--- config.mk ---
export PLATFORM = sky130hd
export DESIGN_NAME = bithin_ctrl
export DESIGN_NICKNAME = d
export VERILOG_FILES = /design/src/rtl/core/bithin_pkg.sv /design/src/rtl/core/bithin_ctrl.sv
export VERILOG_INCLUDE_DIRS = /design/src /design/src/rtl/core
export SDC_FILE = /design/constraint.sdc
export NUM_CORES = 1
export LEC_CHECK = 0
export BUFFER_PORTS_ARGS = -buffer_cell sky130_fd_sc_hd__buf_2
export CAP_MARGIN = 20
export CORE_AREA = 3 3 40 42
export DETAILED_ROUTE_END_ITERATION = 10
export DIE_AREA = 0 0 43 45
export GPL_TIMING_DRIVEN = 0
export PLACE_DENSITY = 0.82
export SETUP_SLACK_MARGIN = 0.2
export SLEW_MARGIN = 20
export SYNTH_ARGS = -nofsm -noshare
export SYNTH_HDL_FRONTEND = slang
export SYNTH_SLANG_ARGS = --single-unit
--- constraint.sdc ---
create_clock -name clock -period 3.37 [get_ports clock]
set_input_delay 0.1685 -clock clock [delete_from_list [all_inputs] [get_ports clock]]
set_output_delay 0.1685 -clock clock [all_outputs]
set_load 0.1 [all_outputs]
--- src/rtl/core/binary_image_thinning_defines.svh ---
// Assertion helpers shared by the core files.
`ifndef BINARY_IMAGE_THINNING_DEFINES_SVH
`define BINARY_IMAGE_THINNING_DEFINES_SVH

// Property that must hold at every edge outside reset.
`define BITHIN_ASSERT(label, expr) \
   label: assert property (@(posedge clock) disable iff (reset) (expr)) \
      else $error("bithin check failed");

// Antecedent in one cycle implies consequent in the next.
`define BITHIN_ASSERT_NEXT(label, ante, cons) \
   label: assert property (@(posedge clock) disable iff (reset) (ante) |=> (cons)) \
      else $error("bithin sequence check failed");

`endif

--- src/rtl/core/bithin_pkg.sv ---
package bithin_pkg;

   localparam int DEF_MAX_COLS = 128;
   localparam int DEF_MAX_ROWS = 128;

   localparam logic [1:0] OP_WRITE = 2'd0;
   localparam logic [1:0] OP_RUN   = 2'd1;
   localparam logic [1:0] OP_READ  = 2'd2;

   localparam logic REG_COLS = 1'b0;
   localparam logic REG_ROWS = 1'b1;

   localparam logic [7:0] SIZE_RESET = 8'd128;
   localparam logic [7:0] PIX_FG     = 8'd255;
   localparam logic [7:0] ITER_MAX   = 8'd255;
   localparam logic [3:0] NBR_LAST   = 4'd8;

   typedef struct packed {
      logic [1:0] operation;
      logic [6:0] row_index;
      logic [6:0] col_index;
      logic [7:0] pixel_in;
   } req_type;

   typedef struct packed {
      logic       result_kind;
      logic [7:0] pixel_out;
      logic [7:0] iteration_count;
   } rsp_type;

   typedef struct packed {
      logic user_wr;
      logic user_rd;
      logic rsp_read;
      logic rsp_run;
      logic scan_start;
      logic scan_next;
      logic fetch;
      logic eval_wr;
      logic mark_rd;
      logic clear_wr;
      logic odd;
      logic iter_clear;
      logic iter_inc;
      logic flag_clear;
   } cmd_type;

   typedef struct packed {
      logic small_image;
      logic scan_last;
      logic fetch_last;
      logic removed;
   } sts_type;

   // Fetch order: centre, then p2..p9 clockwise from north.
   function automatic logic signed [1:0] nbr_dr(input logic [3:0] k);
      case (k)
         4'd1, 4'd2, 4'd8: nbr_dr = -2'sd1;
         4'd4, 4'd5, 4'd6: nbr_dr = 2'sd1;
         default:          nbr_dr = 2'sd0;
      endcase
   endfunction

   function automatic logic signed [1:0] nbr_dc(input logic [3:0] k);
      case (k)
         4'd2, 4'd3, 4'd4: nbr_dc = 2'sd1;
         4'd6, 4'd7, 4'd8: nbr_dc = -2'sd1;
         default:          nbr_dc = 2'sd0;
      endcase
   endfunction

endpackage

--- src/rtl/core/bithin_ctrl.sv ---
`include "binary_image_thinning_defines.svh"

module bithin_ctrl (
   input  logic                clock,
   input  logic                reset,
   input  logic                start,
   input  logic [1:0]          operation,
   input  bithin_pkg::sts_type sts,
   output bithin_pkg::cmd_type cmd,
   output logic                busy
);
   import bithin_pkg::*;

   typedef enum logic [3:0] {
      S_IDLE, S_RD_WAIT, S_ITER, S_FETCH, S_FETCH_WAIT, S_EVAL,
      S_CLR_RD, S_CLR_WR, S_ITER_END, S_DONE
   } state_type;

   state_type state_ff, state_in;
   logic      odd_ff, odd_in;

   always_comb begin
      state_in = state_ff;
      odd_in   = odd_ff;
      cmd      = '0;
      cmd.odd  = odd_ff;
      case (state_ff)
         S_IDLE: begin
            if (start) begin
               case (operation)
                  OP_WRITE: cmd.user_wr = 1'b1;
                  OP_RUN: begin
                     cmd.iter_clear = 1'b1;
                     state_in       = S_ITER;
                  end
                  OP_READ: begin
                     cmd.user_rd = 1'b1;
                     state_in    = S_RD_WAIT;
                  end
                  default: ;
               endcase
            end
         end
         S_RD_WAIT: begin
            cmd.rsp_read = 1'b1;
            state_in     = S_IDLE;
         end
         S_ITER: begin
            cmd.flag_clear = 1'b1;
            if (sts.small_image) begin
               state_in = S_ITER_END;
            end else begin
               cmd.scan_start = 1'b1;
               odd_in         = 1'b0;
               state_in       = S_FETCH;
            end
         end
         S_FETCH: begin
            cmd.fetch = 1'b1;
            if (sts.fetch_last) begin
               state_in = S_FETCH_WAIT;
            end
         end
         S_FETCH_WAIT: state_in = S_EVAL;
         S_EVAL: begin
            cmd.eval_wr = 1'b1;
            if (sts.scan_last) begin
               cmd.scan_start = 1'b1;
               state_in       = S_CLR_RD;
            end else begin
               cmd.scan_next = 1'b1;
               state_in      = S_FETCH;
            end
         end
         S_CLR_RD: begin
            cmd.mark_rd = 1'b1;
            state_in    = S_CLR_WR;
         end
         S_CLR_WR: begin
            cmd.clear_wr = 1'b1;
            if (sts.scan_last) begin
               if (!odd_ff) begin
                  odd_in         = 1'b1;
                  cmd.scan_start = 1'b1;
                  state_in       = S_FETCH;
               end else begin
                  state_in = S_ITER_END;
               end
            end else begin
               cmd.scan_next = 1'b1;
               state_in      = S_CLR_RD;
            end
         end
         S_ITER_END: begin
            cmd.iter_inc = 1'b1;
            state_in     = sts.removed ? S_ITER : S_DONE;
         end
         S_DONE: begin
            cmd.rsp_run = 1'b1;
            state_in    = S_IDLE;
         end
         default: state_in = S_IDLE;
      endcase
   end

   always_ff @(posedge clock) begin
      if (reset) begin
         state_ff <= S_IDLE;
         odd_ff   <= 1'b0;
      end else begin
         state_ff <= state_in;
         odd_ff   <= odd_in;
      end
   end

   assign busy = (state_ff != S_IDLE);

   `BITHIN_ASSERT_NEXT(a_run_goes_busy, start && !busy && operation == OP_RUN, busy)
   `BITHIN_ASSERT(a_fetch_eval_apart, !(cmd.fetch && cmd.eval_wr))
   `BITHIN_ASSERT(a_user_only_idle, !(cmd.user_wr || cmd.user_rd) || !busy)

endmodule

==> results of run 1 <==
==> worst max-delay path: stages, from the launching register on <==
cell and delay [ns]:
sky130_fd_sc_hd__dfxtp_1 0.35, sky130_fd_sc_hd__buf_6 0.16, sky130_fd_sc_hd__nor4_2 0.38, sky130_fd_sc_hd__nand2_1 0.15, sky130_fd_sc_hd__nor3b_2 0.16, sky130_fd_sc_hd__buf_2 0.44
==> kinds of logic (layout without fill, tap and decap cells) <==
family          Yosys count  in the layout  synth area share
buf+inv                  12             38             0.158
compound gates           20             20             0.227
flops                     5              5             0.171
xor+xnor                  1              1            0.0150
simple gates             40             40             0.428
==> path summary, 6_finish.rpt <==
path	to	start	cells after the start
worst max register to register	state_ff[0]	state_ff[0]	5
worst max-delay path	cmd[2]	state_ff[0]	5
worst min-delay path	state_ff[3]	reset	2
worst min register to register	odd_ff	odd_ff	2
==> registers in the layout, summed over array words and instances (netlist names) <==
name,flops
state_ff,4
odd_ff,1
==> metrics by stage <==
stage / cell area [um2] / setup WS [ns]
finish: 744 / 1.32
global route: 744 / 1.15
CTS: 744 / 1.34
detailed placement: 718 / 1.60
global placement: 718 / 1.62
floorplan: 589 / 0.248
==> layout make-up <==
| class | instances | area share |
|---|---|---|
| tap | 15 | 0.0252 |
| buffer | 8 | 0.104 |
| sequential | 5 | 0.134 |
| timing repair buffer | 22 | 0.148 |
| multi-input combinational | 61 | 0.533 |
| clock buffer | 4 | 0.0353 |
| inverter | 4 | 0.0202 |
==> report_power, final <==
| part | total (mW) | internal (mW) | switching (mW) |
|---|---|---|---|
| Sequential | 0.0650 | 0.0622 | 0.00285 |
| Clock | 0.0658 | 0.0446 | 0.0212 |
| Combinational | 0.136 | 0.0387 | 0.0972 |
| Total | 0.267 | 0.145 | 0.121 |
==> layout by cell type, fill, tap and decap left out, drive strengths merged <==
| cell type | instances |
|---|---|
| nor4b | 1 |
| nor3b | 2 |
| a32oi | 1 |
| dfxtp | 5 |
| inv | 3 |
| nand3b | 2 |
| o22ai | 1 |
| and3 | 3 |
| clkinv | 1 |
| and3b | 1 |
| bufbuf | 1 |
| or3b | 1 |
| or4b | 1 |
| or2 | 1 |
| nor2 | 9 |
| a21oi | 5 |
| nor4 | 1 |
| and2 | 1 |
| xnor2 | 1 |
| and2b | 1 |
| a2111oi | 1 |
| a21o | 1 |
| nand4b | 2 |
| o221a | 1 |
| a31oi | 1 |
| o21ai | 8 |
| buf | 29 |
| nor3 | 3 |
| nand4bb | 1 |
| clkbuf | 4 |
| nand2 | 8 |
| nor2b | 2 |
| a211oi | 1 |
==> per-layer routing <==
metal,routed length (um),up-vias
met5,0,-
met4,0,0
met3,109,0
met2,665,26
met1,639,290
li1,-,330
==> flow_results.org, run 1 <==
** STA
- Setup Skew :: 0.00363 ns
- RSZ-0062 raised after global routing :: no
- The number of max-slew violations in the final report was 0.
- Number of hold violations in the final report :: 0
- Final period demand of the worst path :: just over 2 ns
- Final-layout setup total negative slack :: 0 ns
- Static timing analysis puts the maximum clock frequency at slightly below 500 MHz.
- In this run the tightest slew margin relative to its limit is 0.678.
- Final setup viols :: 0
- Hold is met by between 0.1 and 0.15 ns.
- At the pin with the least slew margin, the transition time is between 0.4 and 0.5 ns.
- Fraction of the cycle the final worst path needs :: 0.607

** Run
- The tool flagged a number of max-cap violations equal to 0.

** Global routing
- Number of global-route vias before repair :: between 500 and 600
- Total GRT Usage :: 0.151
- Busiest metal layer after global routing :: met2
- The number of antenna violations at the first check in global routing was 0.
- After global routing the overflow that remains totals 0.
- GR Layer Usage met2 :: 0.249
- In the global route stage, met1 resource usage came out at 0.200.
- Wire length of the first global-routing pass :: roughly 2300 um
- Maximum number of pins on one net before global-route repair :: 11
- In the global route stage, met3 resource usage came out at 0.0598.

** Die
- The core region is roughly 1300 um2.
- The floorplan has 13 rows.
- Overall die height :: between 40 and 50 um
- Initial Utilization :: 0.455
- For this design the top-level I/O count stands at 24.
- The die covers just under 2000 um2.
- Die outline width :: ~43 um

** Yosys
- Unique masters post-synth :: 36
- The commonest cells after synthesis are sky130_fd_sc_hd__nand2_1, sky130_fd_sc_hd__nor2_1, sky130_fd_sc_hd__o21ai_0.
- For this run, asynchronously set or reset flops after synthesis account for 0.
- Synthesis inferred 5 register bits.
- In this run the cell area of the synthesized design comes to 584 um2.
- Post-Syn Nets :: just under 90
- Mean instance size in the synthesized netlist :: around 7.5 um2
- In this run, synthesis inferred 0 flip-flops with an integrated enable.
- By area the synthesized netlist is led by sky130_fd_sc_hd__dfxtp_1, sky130_fd_sc_hd__o21ai_0, sky130_fd_sc_hd__buf_6, sky130_fd_sc_hd__nand2_1, sky130_fd_sc_hd__nor2_1.
- Flip-flop cell with the highest count after synthesis :: sky130_fd_sc_hd__dfxtp_1
- Summed over all instances, the cell type with the most area after synthesis is sky130_fd_sc_hd__dfxtp_1.
- Area share of the leading cell type in the synthesized netlist :: 0.171
- During synthesis, Yosys emitted a total of 0 warnings.
- Sequential-to-total area share from yosys stat :: 0.171
- Synthesis produced a netlist whose cell count is 78.

** Clock network
- Post-cts gate resize count :: 0
- The clock net in this run drives a total of 5 sinks.
- Depth of the CTS H-tree :: 1
- Clock tree from TritonCTS :: built
- Clock Tree Root :: sky130_fd_sc_hd__clkbuf_4
- Counting along the longest clock path gives a buffer depth of 2.
- Clock Latency Late Sink :: ~0.23 ns
- Number of buffers inserted for hold repair after clock tree synthesis :: 0
- Clock Pin Slew Worst Setup and Hold Paths :: ~0.040 ns
- In this run the post-CTS setup repair buffer count came out at 0.
- Clock tree synthesis inserted a total of 3 buffers.

** Routing
- Drt initial violations :: 16
- After detailed routing, the number of remaining DRC violations is 0.
- Dividing the detail-routed via count by the number of cells gives 5.43.
- After detailed routing, the total wire length is approximately 1400 um.
- The count of nets left with antenna violations once routing finished came out at 0.
- Number of iterations in the first detailed-routing pass :: 4
- After detailed routing, the average wire length per cell comes to 11.9 um.
- Routed vias :: ~650

** Setup path
- The worst setup path is launched from a flop.
- For flop-to-flop paths, the worst setup slack is around 2 ns.
- In this run the worst path has a maximum fanout of 10.
- Endpoint arrival time on the critical path :: 1.88 ns
- Critical Path End Type :: primary output
- The critical path in this run is classified as flop to primary output.
- At the worst endpoint, the required time is 3.20 ns.

** Placed design
- Inst Count DP :: 115
- Routability-driven placement finished with a final weighted congestion of 0.843.
- Count of buffers inserted at the top-level ports :: 22
- The HPWL after detailed placement is 1090 um.

** Finish
- The count of cells in the finished layout, fillers not included, comes to 119.
- Summing all multi-input logic gate instances after layout gives roughly 400 um2.
- Area growth, synth to finish :: 27.4%
- Net count, final :: between 100 and 150
- Measured on the finished design, the core utilization comes to 0.579.
- Fill cells :: approximately 130
- Sequential cell area in the final layout :: about 100 um2
- Share of cells above drive strength 1 :: 0.404
- Antenna diode instance count :: 0

** Power
- Static Leak :: 0.377 nW
- VDD sags by at most about 0.00018 V.
- The completed layout was analyzed and its total power is about 270 uW.
- Cell area power density :: 358 nW/um2

** Outcome
- The run finished with clean final reports.

** Worst hold path
- Min-Delay Path Class :: primary input to flop
No activity file was read; power rests on OpenSTA's default activity.
==> inputs of run 2 (changes only) <==
==> constraint.sdc (replaced) <==
create_clock -name clock -period 2.1 [get_ports clock]
set_input_delay 0.105 -clock clock [delete_from_list [all_inputs] [get_ports clock]]
set_output_delay 0.105 -clock clock [all_outputs]
set_load 0.1 [all_outputs]
==> run 2 against run 1 <==
  * Critical endpoint is now cmd[0]
  * Combinational power increased by 76%
  * Clock-buffer cell count is the same
  * Largest cell class unchanged
  * Via count is 3.3% higher
  * Cell count unchanged
  * Clock power grew 69%
  * Sequential share of layout area fell by 0.98 points
==> flow_results.org, run 2 (synthesis gave the netlist of run 1 again) <==
** Worst hold path
- Worst hold stages :: 2
- The worst hold path terminates at state_ff[3].
- The min-delay analysis places its worst path in the category primary input to flop.
- In this run the most critical hold path is launched from reset.

** Setup path
- Data on the critical path arrives at its endpoint at 1.74 ns.
- Of all nets on the critical path, the largest fanout is 8.
- For the worst setup path, the data required time is 2.00 ns.
- Slack of the worst reg-to-reg path :: between 0.6 and 0.7 ns
- Startpoint types :: flop
- Among all stages on the critical path, the largest delay is contributed by sky130_fd_sc_hd__or4b_4.
- The largest single stage delay on the critical path is 0.61 ns.
- The worst register-to-register path ends at state_ff[1].
- Worst r2r src :: state_ff[3]
- Kind of critical path :: flop to primary output
- Crit path cell chain :: or4b_4 -> inv_1 -> buf_2
- Tracing the worst setup path back leads to its startpoint at state_ff[3].
- R2r worst-path depth :: 5
- The worst setup path is captured at a primary output.

** STA
- Final period demand of the worst path :: roughly 1.8 ns
- Number of hold violations in the final report :: 0
- Worst Tran Pin Value :: slightly below 0.5 ns
- Fraction of the cycle the final worst path needs :: 0.878
- RSZ-0062 raised after global routing :: yes
- Count of pins over their slew limit :: 0
- Setup Skew :: between 0.004 and 0.005 ns
- Worst relative slew slack :: 0.675
- Timing-limited maximum frequency :: 542 MHz
- Final setup viols :: 0
- In the final timing run, aggregate negative setup slack is 0 ns.

** Placed design
- Final Wtd Congestion :: ~0.85
- Inst Count DP :: around 120
- Port buffering added 22 buffers.
- Dpl hpwl :: approximately 1200 um

** Clock network
- Buffers inserted during clock tree synthesis total 3.
- The clock drives 5 sinks.
- Gates resized during post-CTS repair numbered 3.
- After clock tree synthesis, the clock-pin slew on the worst setup and hold paths is ~0.04 ns.
- Depth of the CTS H-tree :: 1
- In this run the clock root is driven by a sky130_fd_sc_hd__clkbuf_4.
- TritonCTS built the clock tree.
- Post-CTS setup repair buffer count :: 0
- Clock Latency Late Sink :: 0.24 ns
- Number of buffers inserted for hold repair after clock tree synthesis :: 0
- The longest clock path from root to sink contains 2 buffers.

** Global routing
- Number of global-route vias before repair :: just over 600
- Number of antenna violations at the first check in global routing :: 0
- Entering global routing, the biggest net connects 11 pins.
- The first global-routing pass estimated between 2000 and 3000 um of wire.
- GRT overflow :: 0
- In the global route stage, overall resource usage came out at 0.170.

** Finish
- Once layout is complete, the cells apart from fillers number roughly 120.
- The register with the most flip-flops in the layout has 4 of them.
- Most common cell after layout, fill and taps aside :: sky130_fd_sc_hd__buf_2
- At the end of the flow, the number of nets in the layout was roughly 110.
- Of the cells placed in the final design, the portion with a size suffix greater than 1 is 0.442.
- Counting the fill cells in the layout gives approximately 120.
- In the final layout, the registers with the most flip-flops are state_ff (4), odd_ff (1).
- The repair_antennas step left the layout with diodes totalling 0.
- Area growth, synth to finish :: 37.5%
- Counting flops per register, the top entry is state_ff.
- Top library cells by usage in the layout, fill and taps aside :: sky130_fd_sc_hd__buf_2, sky130_fd_sc_hd__nor2_1, sky130_fd_sc_hd__nand2_1, sky130_fd_sc_hd__o21ai_0

** Routing
- Before antenna repair, the detailed router went through 4 iterations.
- Dividing the detail-routed wire length by the instance count gives around 14 um.
- The detailed router placed about 670 vias in this run.
- For this block, the initial DRC count from the detailed router was 30.
- DRT antenna net count :: 0
- In the routed design, unresolved DRC markers number 0.
- Avg Vias per Cell :: approximately 5.6
- The routed design has roughly 1600 um of wire.

** Die
- Initial Utilization :: 0.455
- The die covers between 1500 and 2000 um2.
- Overall die height :: approximately 45 um
- Row count :: 13
- The die is about 43 um wide.
- Pin placement for this block handled 24 I/O pins.
- The floorplan step defined a core boundary enclosing between 1000 and 1500 um2.

** Run
- Max-cap violation count :: 0

** Power
- Worst IR drop on VDD :: 0.000303 V
- For this design the ratio of total power to cell area is approximately 570 nW/um2.
- Static Leak :: between 0.3 and 0.4 nW

** Outcome
- Run status :: complete, no violations
[run 2: layout make-up]
class                           instances  area, um2  area share
Multi-Input combinational cell         61        430       0.536
Buffer                                  8       77.6      0.0966
Tap cell                               15       18.8      0.0234
Sequential cell                         5        100       0.125
Clock buffer                            4       26.3      0.0327
Timing Repair Buffer                   22        135       0.168
Inverter                                4       15.0      0.0187
[run 2: routing by layer]
layer,wire length (um),track usage,part of all wire,vias to the layer above
met4,21,0.0482,0.013,0
met5,0,0,0,-
met2,792,0.293,0.49,34
met1,670,0.209,0.41,300
li1,-,-,-,331
met3,130,0.0478,0.080,2
[run 2: worst max-delay path by stage]
| stage | end | cells past startpoint |
|---|---|---|
| floorplan | cmd[6] | 4 |
| global placement | cmd[2] | 5 |
| detailed placement | cmd[2] | 5 |
| CTS | cmd[2] | 5 |
| global route | cmd[2] | 5 |
| finish | cmd[0] | 3 |
[run 2: power by group]
group	internal, mW	switching [mW]	total, mW
clock network	0.0718	0.0392	0.111
registers	0.0997	0.00482	0.105
logic	0.0731	0.167	0.240
[run 2: through the flow]
step / utilization / worst slack [ns] / hold slack [ns] / instance area (um2) / power, mW
after global routing: 0.625 / 0.174 / 0.0822 / 803 / 0.480
after global placement: 0.574 / 0.324 / 0.325 / 738 / 0.328
final: 0.625 / 0.256 / 0.0811 / 803 / 0.456
after floorplan: - / -0.0276 / 0.174 / 609 / 0.292
after CTS: 0.601 / 0.164 / 0.0730 / 772 / 0.445
after detailed placement: 0.574 / 0.295 / 0.323 / 738 / 0.330
[run 2: critical path, delay by kind of cell, from the launching register on]
kind                   cells  cell delay [ns]
buffers and inverters      2             0.48
DFF                        1             0.40
and+or+nand+nor            1             0.61
